## src/dpfg_pkg.sv

```systemverilog
// Shared constants, types and the curve table of the dual ping-pong fade generator.
package dpfg_pkg;

    localparam int FRAC_BITS        = 8;
    localparam int CURVE_INDEX_BITS = 8;

    localparam int LEVEL_W     = 16;
    localparam int STEP_W      = 11;
    localparam int OUT_W       = 8;
    localparam int CURVE_W     = FRAC_BITS + 1;
    localparam int CURVE_DEPTH = 1 << CURVE_INDEX_BITS;
    localparam int STEP_SUM_W  = ((STEP_W > CURVE_W) ? STEP_W : CURVE_W) + 1;
    localparam int MOVE_W      = LEVEL_W + 2;
    localparam int REM_W       = LEVEL_W + 1;
    localparam int DIV_CNT_W   = $clog2(CURVE_INDEX_BITS + 1);

    localparam int NUM_REGS = 6;
    localparam int ADDR_W   = $clog2(NUM_REGS * 4);
    localparam int IDX_W    = ADDR_W - 2;

    localparam logic [LEVEL_W-1:0] LEVEL_ONE = LEVEL_W'(1) << FRAC_BITS;

    // Register indexes
    localparam logic [IDX_W-1:0] REG_BRIGHT_FLOOR = IDX_W'(0);
    localparam logic [IDX_W-1:0] REG_BRIGHT_CEIL  = IDX_W'(1);
    localparam logic [IDX_W-1:0] REG_BRIGHT_BASE  = IDX_W'(2);
    localparam logic [IDX_W-1:0] REG_HUE_FLOOR    = IDX_W'(3);
    localparam logic [IDX_W-1:0] REG_HUE_CEIL     = IDX_W'(4);
    localparam logic [IDX_W-1:0] REG_HUE_STEP     = IDX_W'(5);

    localparam logic [LEVEL_W-1:0] RST_BRIGHT_FLOOR = 16'd12800;
    localparam logic [LEVEL_W-1:0] RST_BRIGHT_CEIL  = 16'd65280;
    localparam logic [STEP_W-1:0]  RST_BRIGHT_BASE  = 11'd128;
    localparam logic [LEVEL_W-1:0] RST_HUE_FLOOR    = 16'd256;
    localparam logic [LEVEL_W-1:0] RST_HUE_CEIL     = 16'd12800;
    localparam logic [STEP_W-1:0]  RST_HUE_STEP     = 11'd128;

    typedef logic [CURVE_W-1:0] t_curve_rom [CURVE_DEPTH];

    // Build 1.6*exp(-10*i/depth) in fixed point with a 30-bit fraction series.
    function automatic t_curve_rom build_curve_rom();
        t_curve_rom        rom;
        longint unsigned   z;
        longint unsigned   pos;
        longint unsigned   neg;
        longint unsigned   term;
        longint unsigned   e;
        longint unsigned   val;
        longint unsigned   half;
        for (int i = 0; i < CURVE_DEPTH; i++) begin
            half = 64'd1 << 29;
            z    = 64'(10 * i) << (26 - CURVE_INDEX_BITS);
            pos  = 64'd1 << 30;
            neg  = 64'd0;
            term = 64'd1 << 30;
            for (int k = 1; k <= 14; k++) begin
                term = ((term * z) >> 30) / 64'(k);
                if ((k % 2) == 1) begin
                    neg = neg + term;
                end else begin
                    pos = pos + term;
                end
            end
            e = (pos > neg) ? (pos - neg) : 64'd0;
            for (int k = 0; k < 4; k++) begin
                e = (e * e + half) >> 30;
            end
            val    = (((e << (FRAC_BITS + 3)) / 64'd5) + half) >> 30;
            rom[i] = CURVE_W'(val);
        end
        return rom;
    endfunction

    localparam t_curve_rom CURVE_ROM = build_curve_rom();

    // Integer part of a level, saturated to the output width.
    function automatic logic [OUT_W-1:0] int_part(input logic [LEVEL_W-1:0] level);
        logic [LEVEL_W-1:0] v;
        v = level >> FRAC_BITS;
        return (v > LEVEL_W'(255)) ? OUT_W'(255) : v[OUT_W-1:0];
    endfunction

endpackage

```

## src/dual_pingpong_fade_generator_core.sv

```systemverilog
// Top level of the dual ping-pong fade generator: config port, sequencer and ramp unit.
//
//  Channel | Direction | Handshake                 | Payload
//  --------+-----------+---------------------------+------------------------------------------
//  s_      | in        | s_tvalid / s_tready       | s_tdata[0] frame_tick, [7:1] zero
//  m_      | out       | m_tvalid / m_tready       | m_tdata bright_out, hue_out, dirs
//  apb     | in/out    | psel, penable, pwrite     | paddr 4*i, pwdata/prdata 32 bits
//
//  frame_tick = 1: from acceptance to the result register come prep, divider load,
//  one divider step per bit of CURVE_INDEX_BITS, done flag, step lookup, two moves
//  on the shared move unit and the output load; the idle state follows.
//  frame_tick = 0: straight to the done step and the output load. s_tready is high
//  only while idle; the next request is taken while a result waits, and the done
//  step holds until the output register frees. Reset: synchronous, active low, not payload regs.
module dual_pingpong_fade_generator_core (
    input  logic                         i_clk,
    input  logic                         i_rst_n,
    // input stream
    input  logic                         s_tvalid,
    output logic                         s_tready,
    input  logic [7:0]                   s_tdata,    // [0] frame_tick, [7:1] zero
    // output stream
    output logic                         m_tvalid,
    input  logic                         m_tready,
    output logic [23:0]                  m_tdata,    // [7:0] bright_out, [15:8] hue_out,
                                                     // [16] bright_rising, [17] hue_rising
    // configuration
    input  logic                         psel,
    input  logic                         penable,
    input  logic                         pwrite,
    input  logic [dpfg_pkg::ADDR_W-1:0]  paddr,
    input  logic [31:0]                  pwdata,
    output logic [31:0]                  prdata,
    output logic                         pready
);

    localparam logic [2:0] S_IDLE   = 3'd0;
    localparam logic [2:0] S_PREP   = 3'd1;
    localparam logic [2:0] S_LOAD   = 3'd2;
    localparam logic [2:0] S_DIV    = 3'd3;
    localparam logic [2:0] S_STEP   = 3'd4;
    localparam logic [2:0] S_MOVE_B = 3'd5;
    localparam logic [2:0] S_MOVE_H = 3'd6;
    localparam logic [2:0] S_DONE   = 3'd7;

    localparam int LW = dpfg_pkg::LEVEL_W;
    localparam int SW = dpfg_pkg::STEP_W;

    // configuration registers
    logic [LW-1:0] r_bright_floor, r_bright_ceil, r_hue_floor, r_hue_ceil;
    logic [SW-1:0] r_bright_base, r_hue_step;

    // ramp state
    logic [LW-1:0] r_bright_level, r_hue_level;
    logic          r_bright_up, r_hue_up;

    // working registers
    logic [2:0]                       r_state, n_state;
    logic [LW-1:0]                    r_blo, r_bhi, r_hlo, r_hhi;
    logic [dpfg_pkg::STEP_SUM_W-1:0]  r_bstep;

    logic        r_m_tvalid;
    logic [23:0] r_m_tdata;

    logic [dpfg_pkg::IDX_W-1:0] reg_idx;
    logic                       cfg_wr;
    logic                       s_fire;
    logic                       div_start;
    logic                       div_done;
    logic [dpfg_pkg::CURVE_INDEX_BITS-1:0] div_index;
    logic                       out_free;

    // shared move unit
    logic [LW-1:0]                   mv_level, mv_lo, mv_hi;
    logic [dpfg_pkg::STEP_SUM_W-1:0] mv_step;
    logic                            mv_up;
    logic signed [dpfg_pkg::MOVE_W-1:0] mv_sum;
    logic [LW-1:0]                   mv_level_new;
    logic                            mv_up_new;

    assign pready   = 1'b1;
    assign reg_idx  = paddr[dpfg_pkg::ADDR_W-1:2];
    assign cfg_wr   = psel & penable & pwrite & pready;
    assign s_tready = (r_state == S_IDLE);
    assign s_fire   = s_tvalid & s_tready;
    assign out_free = ~r_m_tvalid | m_tready;
    assign div_start = (r_state == S_LOAD);

    // register read-back
    always_comb begin
        case (reg_idx)
            dpfg_pkg::REG_BRIGHT_FLOOR: prdata = 32'(r_bright_floor);
            dpfg_pkg::REG_BRIGHT_CEIL:  prdata = 32'(r_bright_ceil);
            dpfg_pkg::REG_BRIGHT_BASE:  prdata = 32'(r_bright_base);
            dpfg_pkg::REG_HUE_FLOOR:    prdata = 32'(r_hue_floor);
            dpfg_pkg::REG_HUE_CEIL:     prdata = 32'(r_hue_ceil);
            dpfg_pkg::REG_HUE_STEP:     prdata = 32'(r_hue_step);
            default:                    prdata = 32'd0;
        endcase
    end

    // register writes; unknown indexes drop the request
    always_ff @(posedge i_clk) begin
        if (!i_rst_n) begin
            r_bright_floor <= dpfg_pkg::RST_BRIGHT_FLOOR;
            r_bright_ceil  <= dpfg_pkg::RST_BRIGHT_CEIL;
            r_bright_base  <= dpfg_pkg::RST_BRIGHT_BASE;
            r_hue_floor    <= dpfg_pkg::RST_HUE_FLOOR;
            r_hue_ceil     <= dpfg_pkg::RST_HUE_CEIL;
            r_hue_step     <= dpfg_pkg::RST_HUE_STEP;
        end else if (cfg_wr) begin
            case (reg_idx)
                dpfg_pkg::REG_BRIGHT_FLOOR: r_bright_floor <= pwdata[LW-1:0];
                dpfg_pkg::REG_BRIGHT_CEIL:  r_bright_ceil  <= pwdata[LW-1:0];
                dpfg_pkg::REG_BRIGHT_BASE:  r_bright_base  <= pwdata[SW-1:0];
                dpfg_pkg::REG_HUE_FLOOR:    r_hue_floor    <= pwdata[LW-1:0];
                dpfg_pkg::REG_HUE_CEIL:     r_hue_ceil     <= pwdata[LW-1:0];
                dpfg_pkg::REG_HUE_STEP:     r_hue_step     <= pwdata[SW-1:0];
                default: ;
            endcase
        end
    end

    // curve index divider, shared by nothing else but kept behind its own boundary
    dpfg_div u_div (
        .i_clk   (i_clk),
        .i_rst_n (i_rst_n),
        .i_start (div_start),
        .i_level (r_bright_level),
        .i_ceil  (r_bhi),
        .o_done  (div_done),
        .o_index (div_index)
    );

    // sequencer
    always_comb begin
        n_state = r_state;
        case (r_state)
            S_IDLE: begin
                if (s_fire) begin
                    n_state = s_tdata[0] ? S_PREP : S_DONE;
                end
            end
            S_PREP:   n_state = S_LOAD;
            S_LOAD:   n_state = S_DIV;
            S_DIV: begin
                if (div_done) begin
                    n_state = S_STEP;
                end
            end
            S_STEP:   n_state = S_MOVE_B;
            S_MOVE_B: n_state = S_MOVE_H;
            S_MOVE_H: n_state = S_DONE;
            S_DONE: begin
                if (out_free) begin
                    n_state = S_IDLE;
                end
            end
            default:  n_state = S_IDLE;
        endcase
    end

    // operand select for the move unit: brightness first, then hue
    always_comb begin
        if (r_state == S_MOVE_H) begin
            mv_level = r_hue_level;
            mv_up    = r_hue_up;
            mv_lo    = r_hlo;
            mv_hi    = r_hhi;
            mv_step  = dpfg_pkg::STEP_SUM_W'(r_hue_step);
        end else begin
            mv_level = r_bright_level;
            mv_up    = r_bright_up;
            mv_lo    = r_blo;
            mv_hi    = r_bhi;
            mv_step  = r_bstep;
        end
    end

    // advance, clamp at the ceiling, then clamp at the floor
    always_comb begin
        if (mv_up) begin
            mv_sum = $signed(dpfg_pkg::MOVE_W'(mv_level)) + $signed(dpfg_pkg::MOVE_W'(mv_step));
        end else begin
            mv_sum = $signed(dpfg_pkg::MOVE_W'(mv_level)) - $signed(dpfg_pkg::MOVE_W'(mv_step));
        end
        mv_level_new = mv_sum[LW-1:0];
        mv_up_new    = mv_up;
        if (mv_sum >= $signed(dpfg_pkg::MOVE_W'(mv_hi))) begin
            mv_level_new = mv_hi;
            mv_up_new    = 1'b0;
        end
        if (($signed(dpfg_pkg::MOVE_W'(mv_level_new)) <= $signed(dpfg_pkg::MOVE_W'(mv_lo)))
            || (mv_sum <= $signed(dpfg_pkg::MOVE_W'(mv_lo)))) begin
            mv_level_new = mv_lo;
            mv_up_new    = 1'b1;
        end
    end

    always_ff @(posedge i_clk) begin
        if (!i_rst_n) begin
            r_state        <= S_IDLE;
            r_bright_level <= '0;
            r_bright_up    <= 1'b1;
            r_hue_level    <= '0;
            r_hue_up       <= 1'b1;
            r_m_tvalid     <= 1'b0;
        end else begin
            r_state <= n_state;
            if (r_state == S_MOVE_B) begin
                r_bright_level <= mv_level_new;
                r_bright_up    <= mv_up_new;
            end
            if (r_state == S_MOVE_H) begin
                r_hue_level <= mv_level_new;
                r_hue_up    <= mv_up_new;
            end
            if ((r_state == S_DONE) && out_free) begin
                r_m_tvalid <= 1'b1;
            end else if (m_tready) begin
                r_m_tvalid <= 1'b0;
            end
        end
    end

    // payload registers
    always_ff @(posedge i_clk) begin
        if (r_state == S_PREP) begin
            // put swapped bounds in order, floor each ceiling at 1.0
            if (r_bright_floor > r_bright_ceil) begin
                r_blo <= r_bright_ceil;
                r_bhi <= (r_bright_floor < dpfg_pkg::LEVEL_ONE) ?
                         dpfg_pkg::LEVEL_ONE : r_bright_floor;
            end else begin
                r_blo <= r_bright_floor;
                r_bhi <= (r_bright_ceil < dpfg_pkg::LEVEL_ONE) ?
                         dpfg_pkg::LEVEL_ONE : r_bright_ceil;
            end
            if (r_hue_floor > r_hue_ceil) begin
                r_hlo <= r_hue_ceil;
                r_hhi <= (r_hue_floor < dpfg_pkg::LEVEL_ONE) ?
                         dpfg_pkg::LEVEL_ONE : r_hue_floor;
            end else begin
                r_hlo <= r_hue_floor;
                r_hhi <= (r_hue_ceil < dpfg_pkg::LEVEL_ONE) ?
                         dpfg_pkg::LEVEL_ONE : r_hue_ceil;
            end
        end
        if (r_state == S_STEP) begin
            r_bstep <= dpfg_pkg::STEP_SUM_W'(r_bright_base)
                     + dpfg_pkg::STEP_SUM_W'(dpfg_pkg::CURVE_ROM[div_index]);
        end
        if ((r_state == S_DONE) && out_free) begin
            r_m_tdata <= {6'd0, r_hue_up, r_bright_up,
                          dpfg_pkg::int_part(r_hue_level),
                          dpfg_pkg::int_part(r_bright_level)};
        end
    end

    assign m_tvalid = r_m_tvalid;
    assign m_tdata  = r_m_tdata;

endmodule

```

## src/dpfg_div.sv

```systemverilog
// Serial restoring divider giving the saturated curve index floor(level*2^n/ceiling).
module dpfg_div (
    input  logic                                      i_clk,
    input  logic                                      i_rst_n,
    input  logic                                      i_start,
    input  logic [dpfg_pkg::LEVEL_W-1:0]              i_level,
    input  logic [dpfg_pkg::LEVEL_W-1:0]              i_ceil,
    output logic                                      o_done,
    output logic [dpfg_pkg::CURVE_INDEX_BITS-1:0]     o_index
);

    logic [dpfg_pkg::REM_W-1:0]            r_rem;
    logic [dpfg_pkg::CURVE_INDEX_BITS-1:0] r_quo;
    logic [dpfg_pkg::DIV_CNT_W-1:0]        r_cnt;
    logic                                  r_sat;
    logic                                  r_done;

    logic [dpfg_pkg::REM_W-1:0] shifted;
    logic                       fits;

    assign shifted = {r_rem[dpfg_pkg::REM_W-2:0], 1'b0};
    assign fits    = (shifted >= {1'b0, i_ceil});

    always_ff @(posedge i_clk) begin
        if (!i_rst_n) begin
            r_cnt  <= '0;
            r_done <= 1'b0;
        end else begin
            r_done <= 1'b0;
            if (i_start) begin
                r_cnt <= dpfg_pkg::DIV_CNT_W'(dpfg_pkg::CURVE_INDEX_BITS);
            end else if (r_cnt != '0) begin
                r_cnt <= r_cnt - 1'b1;
                if (r_cnt == dpfg_pkg::DIV_CNT_W'(1)) begin
                    r_done <= 1'b1;
                end
            end
        end
    end

    always_ff @(posedge i_clk) begin
        if (i_start) begin
            r_rem <= {1'b0, i_level};
            r_quo <= '0;
            r_sat <= (i_level >= i_ceil);
        end else if (r_cnt != '0) begin
            // one quotient bit per cycle
            r_rem <= fits ? (shifted - {1'b0, i_ceil}) : shifted;
            r_quo <= {r_quo[dpfg_pkg::CURVE_INDEX_BITS-2:0], fits};
        end
    end

    assign o_done  = r_done;
    assign o_index = r_sat ? '1 : r_quo;

endmodule

```

## config.mk

```make
export PLATFORM = sky130hd
export DESIGN_NAME = dual_pingpong_fade_generator_core
export DESIGN_NICKNAME = d
export VERILOG_FILES = /design/src/dpfg_pkg.sv /design/src/dual_pingpong_fade_generator_core.sv /design/src/dpfg_div.sv
export SDC_FILE = /design/constraint.sdc
export NUM_CORES = 1
export LEC_CHECK = 0
export BUFFER_PORTS_ARGS = -buffer_cell sky130_fd_sc_hd__clkbuf_2
export CORE_MARGIN = 3
export CORE_UTILIZATION = 55
export CTS_CLUSTER_SIZE = 24
export DETAILED_ROUTE_END_ITERATION = 10
export PLACE_DENSITY_LB_ADDON = 0.25
export SYNTH_ARGS = -nofsm -noshare
export SYNTH_HDL_FRONTEND = slang
export SYNTH_HIERARCHICAL = 1
export SYNTH_SLANG_ARGS = --single-unit
```

## constraint.sdc

```tcl
create_clock -name i_clk -period 14 [get_ports i_clk]
set_clock_uncertainty 0.05 [all_clocks]
set_input_delay 0 -clock i_clk [delete_from_list [all_inputs] [get_ports i_clk]]
set_output_delay 0 -clock i_clk [all_outputs]
set_load 0.02 [all_outputs]
```

== After elaboration in Yosys (flattened, before gate mapping) ==
Memory sizes are Yosys's and may differ from the RTL's.
Cells that the tools add are included.

* Register bits after elaboration: 248
* ROM bits: 2304
* Input port bits: 52
* Output and inout bits: 59
* Word-level logic and storage cells: 121
* Memories kept: 1

{| class="wikitable"
|+ Memories
! memory !! depth !! bits a word !! rd ports !! clocked after memory_dff !! write ports !! line !! RTL
|-
| (name not given) || 256 || 9 || 1 || 0 || 0 || dual_pingpong_fade_generator_core.sv:251 || <nowiki>+ dpfg_pkg::STEP_SUM_W'(dpfg_pkg::CURVE_ROM[div_index]);</nowiki>
|}

* Add/sub/neg operators: 5
* Magnitude comparators: 14
* Equal/unequal tests: 16
* Multiplexer cells: 35
* Bitwise operators: 8
* Reduce and logical (&&, ||, !) cells: 16

{| class="wikitable"
|+ Operators by type and width
! kind !! count
|-
| 2-to-1 mux 16 bit || 16
|-
| one-hot mux 16 bit (6 select lines) || 1
|-
| less-than comparator 16 x 9 -> 1 bit (second input constant) || 4
|-
| greater-than comparator 16 bit || 2
|-
| one-hot mux 3 bit (8 select lines) || 1
|-
| == test 3 bit (second input constant) || 6
|-
| >= comparator 18 x 17 -> 1 bit || 1
|-
| less-or-equal comparator 18 x 17 -> 1 bit || 1
|-
| 2-to-1 mux 18 bit || 1
|-
| 2-to-1 mux 9 bit || 2
|-
| adder 16 x 12 -> 17 bit || 1
|-
| >= comparator 17 x 16 -> 1 bit || 1
|-
| subtractor 16 x 12 -> 17 bit || 1
|-
| >= comparator 16 bit || 1
|-
| greater-than comparator 8 bit (second input constant) || 2
|-
| less-or-equal comparator 16 bit || 1
|-
| subtractor 16 bit || 1
|-
| adder 11 x 9 -> 12 bit || 1
|-
| == test 3 x 2 -> 1 bit (second input constant) || 4
|-
| 2-to-1 mux 12 bit || 1
|-
| 2-to-1 mux 3 bit || 4
|-
| AND reduction 2 bit || 6
|-
| >= comparator 9 bit (second input constant) || 1
|-
| NOT 8 -> 9 bit || 1
|-
| 19 further kinds || 33
|}

== Longest topological paths before layout ==
* Depth after elaboration: 9
* Gate-level depth with buffers: 37
* Mapped depth without buffers: 30

== By module ==
Netlist, hierarchy kept.

{| class="wikitable"
|+ By module, submodules not included
! module !! times used !! cells an instance !! area each (µm²) !! sequential area each (µm²)
|-
| dual_pingpong_fade_generator_core || 1 || 1747 || 15217.1 || 5305.1
|-
| dpfg_div || 1 || 309 || 2606.2 || 770.7
|}

== Least setup slack after synthesis ==
Ideal clock, no wire load.

* Kind: register to register
* From: reg r_state[0]
* To: reg r_bright_level[9]
* Setup time: 0.119 ns
* Arrival: 7.056 ns
* Data required time: 13.831 ns
* Setup slack: 6.775 ns
* Stages on the path, launching flop included: 33
* Buffers on the path: 5
* Period minus slack after synthesis: 7.225 ns
* Cells stage by stage: dfxtp_1 > nand3b_1 > buf_2 > clkbuf_1 > buf_1 > mux2i_1 > inv_1 > ha_1 > o21bai_1 > a2111oi_1 > a21oi_1 > mux2i_1 > xnor2_1 > inv_1 > ha_1 > a211oi_1 > nor2_1 > o41ai_1 > o211a_4 > nor2_8 > buf_2 > nor2_1 > a21oi_1 > ha_1 > a211oi_1 > nor2_1 > o221a_2 > a2111oi_0 > a211oi_2 > and2_4 > buf_6 > o221a_2 > o221a_1

* Word-level cells in the longest chain between the ends: 9
* Elaborated cells on any way between the ends: 16
* Those cells by class: add/sub: 2; order compare: 3; eq/ne: 2; mux: 8; reduce/logical: 1

{| class="wikitable"
|+ RTL lines
! element !! line !! RTL
|-
| start: declaration || dual_pingpong_fade_generator_core.sv:58 || <nowiki>logic [2:0] r_state, n_state;</nowiki>
|-
| start signal: assignment || dual_pingpong_fade_generator_core.sv:209 || <nowiki>r_state <= n_state;</nowiki>
|-
| == test 3 bit || dual_pingpong_fade_generator_core.sv:165 || <nowiki>if (r_state == S_MOVE_H) begin</nowiki>
|-
| 2-to-1 mux 16 bit / 2-to-1 mux 12 bit (equally long branches) || dual_pingpong_fade_generator_core.sv:165 ||
|-
| subtractor 16 x 12 -> 17 bit / adder 16 x 12 -> 17 bit (equally long branches) || dual_pingpong_fade_generator_core.sv:185, dual_pingpong_fade_generator_core.sv:183 ||
|-
| 2-to-1 mux 18 bit || dual_pingpong_fade_generator_core.sv:182 || <nowiki>if (mv_up) begin</nowiki>
|-
| >= comparator 18 x 17 -> 1 bit || dual_pingpong_fade_generator_core.sv:189 || <nowiki>if (mv_sum >= $signed(dpfg_pkg::MOVE_W'(mv_hi))) begin</nowiki>
|-
| 2-to-1 mux 16 bit || dual_pingpong_fade_generator_core.sv:189 ||
|-
| less-or-equal comparator 16 bit || dual_pingpong_fade_generator_core.sv:193 || <nowiki>if (($signed(dpfg_pkg::MOVE_W'(mv_level_new)) <= $signed(dpfg_pkg::MOVE_W'(mv_lo)))</nowiki>
|-
| logical OR 1 bit || dual_pingpong_fade_generator_core.sv:194 || <nowiki>|| (mv_sum <= $signed(dpfg_pkg::MOVE_W'(mv_lo)))) begin</nowiki>
|-
| 2-to-1 mux 16 bit || dual_pingpong_fade_generator_core.sv:193 ||
|-
| end signal: assignment || dual_pingpong_fade_generator_core.sv:211 || <nowiki>r_bright_level <= mv_level_new;</nowiki>
|-
| end: declaration || dual_pingpong_fade_generator_core.sv:54 || <nowiki>logic [LW-1:0] r_bright_level, r_hue_level;</nowiki>
|}

Parallel ways exist; a longest one is shown, timed or not.
A chain may end at the register's enable or synchronous reset.

== Final worst setup path ==
* From: reg r_state[1]
* To: reg r_bright_level[1]

Same word-level chain as after synthesis.

==> flow_summary.yaml <==
critical_path:
  timing.critical_path.required_ns: 14.39
  start_kind: "flop"
  cp_data_arrival_time_ns: 9.77
  critPathKind: "flop to flop"
  worst_r2r_path_depth: 30
  worst-path-max-fanout: 45
  cp_slowest_cell: "sky130_fd_sc_hd__a2111oi_1"
  critical-path-top-cell-by-count: "sky130_fd_sc_hd__o21ai_0"
  cp_slowest_stage_delay_ns: 0.67
  worstSetupEndpointType: "flop"
final_layout:
  antenna_cells: 0
  layout-area-overhead-vs-synth_pct: 9.210
  register_area_mm2: 0.006076
  multi_input_gate_area_mm2: 0.01085
  layout-drive-gt1-share: 0.1067
  nFillCells: 2746
  post_route_standard_cell_area_excluding_fillers_mm2: 0.01946
  finish.net_count: 2299
floorplan:
  floorplan.die.height_um: 186.0
  starting_density_of_the_core: 0.5619
  ioPinCount: 111
  coreArea_mm2: 0.03172
  rows: 65
  die_x_um: 186.0
  die_area_mm2: 0.03460
yosys:
  netlist_top_cells_count: "367 x sky130_fd_sc_hd__nand2_1, 166 x sky130_fd_sc_hd__ha_1, 137 x sky130_fd_sc_hd__dfxtp_1, 130 x sky130_fd_sc_hd__a21oi_1, 111 x sky130_fd_sc_hd__edfxtp_1"
  yosys-top-cells-area: "sky130_fd_sc_hd__edfxtp_1 19%, sky130_fd_sc_hd__dfxtp_1 15%, sky130_fd_sc_hd__ha_1 12%, sky130_fd_sc_hd__nand2_1 7.7%, sky130_fd_sc_hd__mux2i_1 4.7%"
  synth_largest_type_area_fraction: 0.1870
  unique_masters_post_synth: 91
  synth-edff-count: 111
  combinational_family_with_the_most_area_after_synthesis: "compound AO/OA/AOI/OAI gates"
  syn_inst: 2056
  synth_compound_gate_area_share: 0.2131
  synth-adder-area-share: 0.1210
  yosys_register_bits: 248
  syn-cell-area_mm2: 0.01782
  yosys_warning_count: 6
  synth_most_common_cell: "sky130_fd_sc_hd__nand2_1"
  synth_simple_gate_area_frac: 0.1711
  synth_xor_area_frac: 0.01769
  synth-async-reset-ratio: 0
  syn-mean-instance-area_um2: 8.669
  post_synth_mux_area_share: 0.07771
  post-synth-top-area-cell: "sky130_fd_sc_hd__edfxtp_1"
  synth_flop_cell: "sky130_fd_sc_hd__dfxtp_1"
  seq_area_frac_synth: 0.3409
detailed_routing:
  routed.top_layer: "met5"
  vias: 15550
  dr_wl_met3_um: 4071
  detailedRoute.firstPassIterationCount: 6
  drt_iter0_drc: 1463
  route.layer.met1.wl_um: 21980
  wl_um: 50260
  dr_wl_met2_um: 22190
  route.antenna.remaining_nets: 0
  drc: 0
  routed_via_density: 6.219
  route.detailed.wl_per_inst_um: 20.10
sta:
  worstMarginPinSlew_ns: 1.181
  grt_setup_unrepaired: "no"
  achievable-frequency_mhz: 106.6
  final_period_minus_worst_setup_slack_ns: 9.381
  maxSlewHeadroom: 0.2092
  maxSlewViolCount: 0
  fin_crit_sh: 0.6701
  finalSetupTns_ns: 0
  setup-violations-final: 0
  final_hold_viol_count: 0
power:
  p_per_area_mw_per_mm2: 148.4
  p_leak_nw: 7.984
  irDropWorstVdd_v: 0.0001070
run:
  cap_violations: 0
clock_network:
  clk_latency_ns: 0.58
  cts.sinks: 248
  htree_levels: 1
  cts_max_path_buffers: 3
  clockRootBuffer: "sky130_fd_sc_hd__clkbuf_16"
  tritoncts: "yes"
  numCtsBuffers: 28
  clk_transition_reported_paths_ns: 0.06
min_path:
  min_delay_path_depth: 6
  holdCritPathClass: "primary input to flop"
placed_design:
  dp.final_hpwl_um: 37410
  gp_congestion: 0.9937
  placed_area_mm2: 0.01822
  port_buffers: 62
global_routing:
  grt_residual_overflow: 0
  grt_first_pass_wirelength_um: 78750
  grt_pass1_vias: 14590
  grt_max_degree: 98
  grtUsageTotal: 0.2859
  number_of_antenna_violations_at_the_first_check_in_global_routing: 1
run_status:
  outcome: "finished clean"
-- worst paths after layout --
check	startpoint	end	slack, ns
hold / removal	psel	r_hue_floor[10]$_SDFFE_PN0P_	0.05
setup / recovery	r_state[1]$_SDFFE_PN0P_	r_bright_level[1]$_SDFFE_PN0P_	4.62
hold reg to reg	u_div/r_quo[3]$_SDFFE_PP0N_	u_div/r_quo[4]$_SDFFE_PP0N_	0.40
setup reg to reg	r_state[1]$_SDFFE_PN0P_	r_bright_level[1]$_SDFFE_PN0P_	4.62
-- cell usage in the layout (no fill, tap or decap), drive strengths merged, types with 17 or more instances in the layout --
master,n
a211oi,20
a21boi,62
a21o,33
a21oi,132
a31oi,30
clkbuf,97
conb,23
dfxtp,137
dlygate4sd3,27
edfxtp,111
ha,166
inv,105
mux2,40
mux2i,84
nand2,368
nand2b,19
nand3,47
nand4,17
nor2,101
nor2b,27
nor3,26
o211ai,32
o21ai,113
xnor2,23
-- kinds of logic after synthesis --
group | after synthesis
other cells | 2
fa+ha+maj | 170
buf+inv | 236
xor+xnor | 36
mux | 128
simple gates | 678
compound gates | 558
flops | 248
-- worst max-delay path, delay by kind of cell (launching register included) --
kind	cells	cell delay, ns
flip-flops	1	0.63
adder cells (fa/ha/maj)	3	0.82
XOR/XNOR	1	0.47
AO/OA/AOI/OAI	16	4.41
buffers and inverters	3	0.83
AND/OR/NAND/NOR	7	2.00
-- repair_timing --
item	4_1_cts	5_1_grt
hold buffers	27	0
buffers inserted	0	0
gates resized for setup	0	0
endpoints found under the hold margin	114	0
-- report_power, final --
part | total (mW) | switching [mW] | internal, mW
sequential | 0.957 | 0.0719 | 0.885
clock | 0.763 | 0.314 | 0.449
combinational | 1.17 | 0.732 | 0.436
-- final cells by class --
class | instances | share of cell area
clock inverters | 16 | 0.01022
multi-input cells | 1593 | 0.5572
clock buffers | 36 | 0.03972
well taps | 402 | 0.02584
inverters | 105 | 0.02025
flip-flops and latches | 248 | 0.3121
repair buffers | 101 | 0.03458
-- flip-flops by register name (all words and copies together), names as in the netlist, 3 cells and up --
register	flops
r_hue_floor	16
u_div/r_rem	16
r_hhi	16
r_bright_level	16
r_hlo	16
r_bhi	16
m_tdata	18
r_hue_step	11
u_div/r_cnt	4
r_hue_ceil	16
r_bright_base	11
r_bright_ceil	16
r_blo	16
r_bright_floor	16
r_state	3
u_div/r_quo	8
r_bstep	12
r_hue_level	16
-- routing by layer --
layer  up-vias  GRT usage
li1       7417          -
met1      7388     0.3985
met2       623     0.4503
met3       124    0.04925
met4         2     0.1001
met5         -          0
-- per-stage QoR --
step | setup WS (ns) | util | hold slack [ns] | power, mW | cells
final | 4.619 | 0.6137 | 0.04626 | 2.888 | 2501
after detailed placement | 4.847 | 0.5745 | 0.2408 | 2.110 | 2422
after CTS | 4.837 | 0.6137 | 0.02397 | 2.880 | 2501
after global placement | 5.128 | 0.5745 | 0.2220 | 2.074 | 2422
after global routing | 4.110 | 0.6137 | 0.08202 | 3.073 | 2501
after floorplan | 6.775 | - | 0.07397 | 1.858 | 2077
Power figures use the tool's default switching activity.
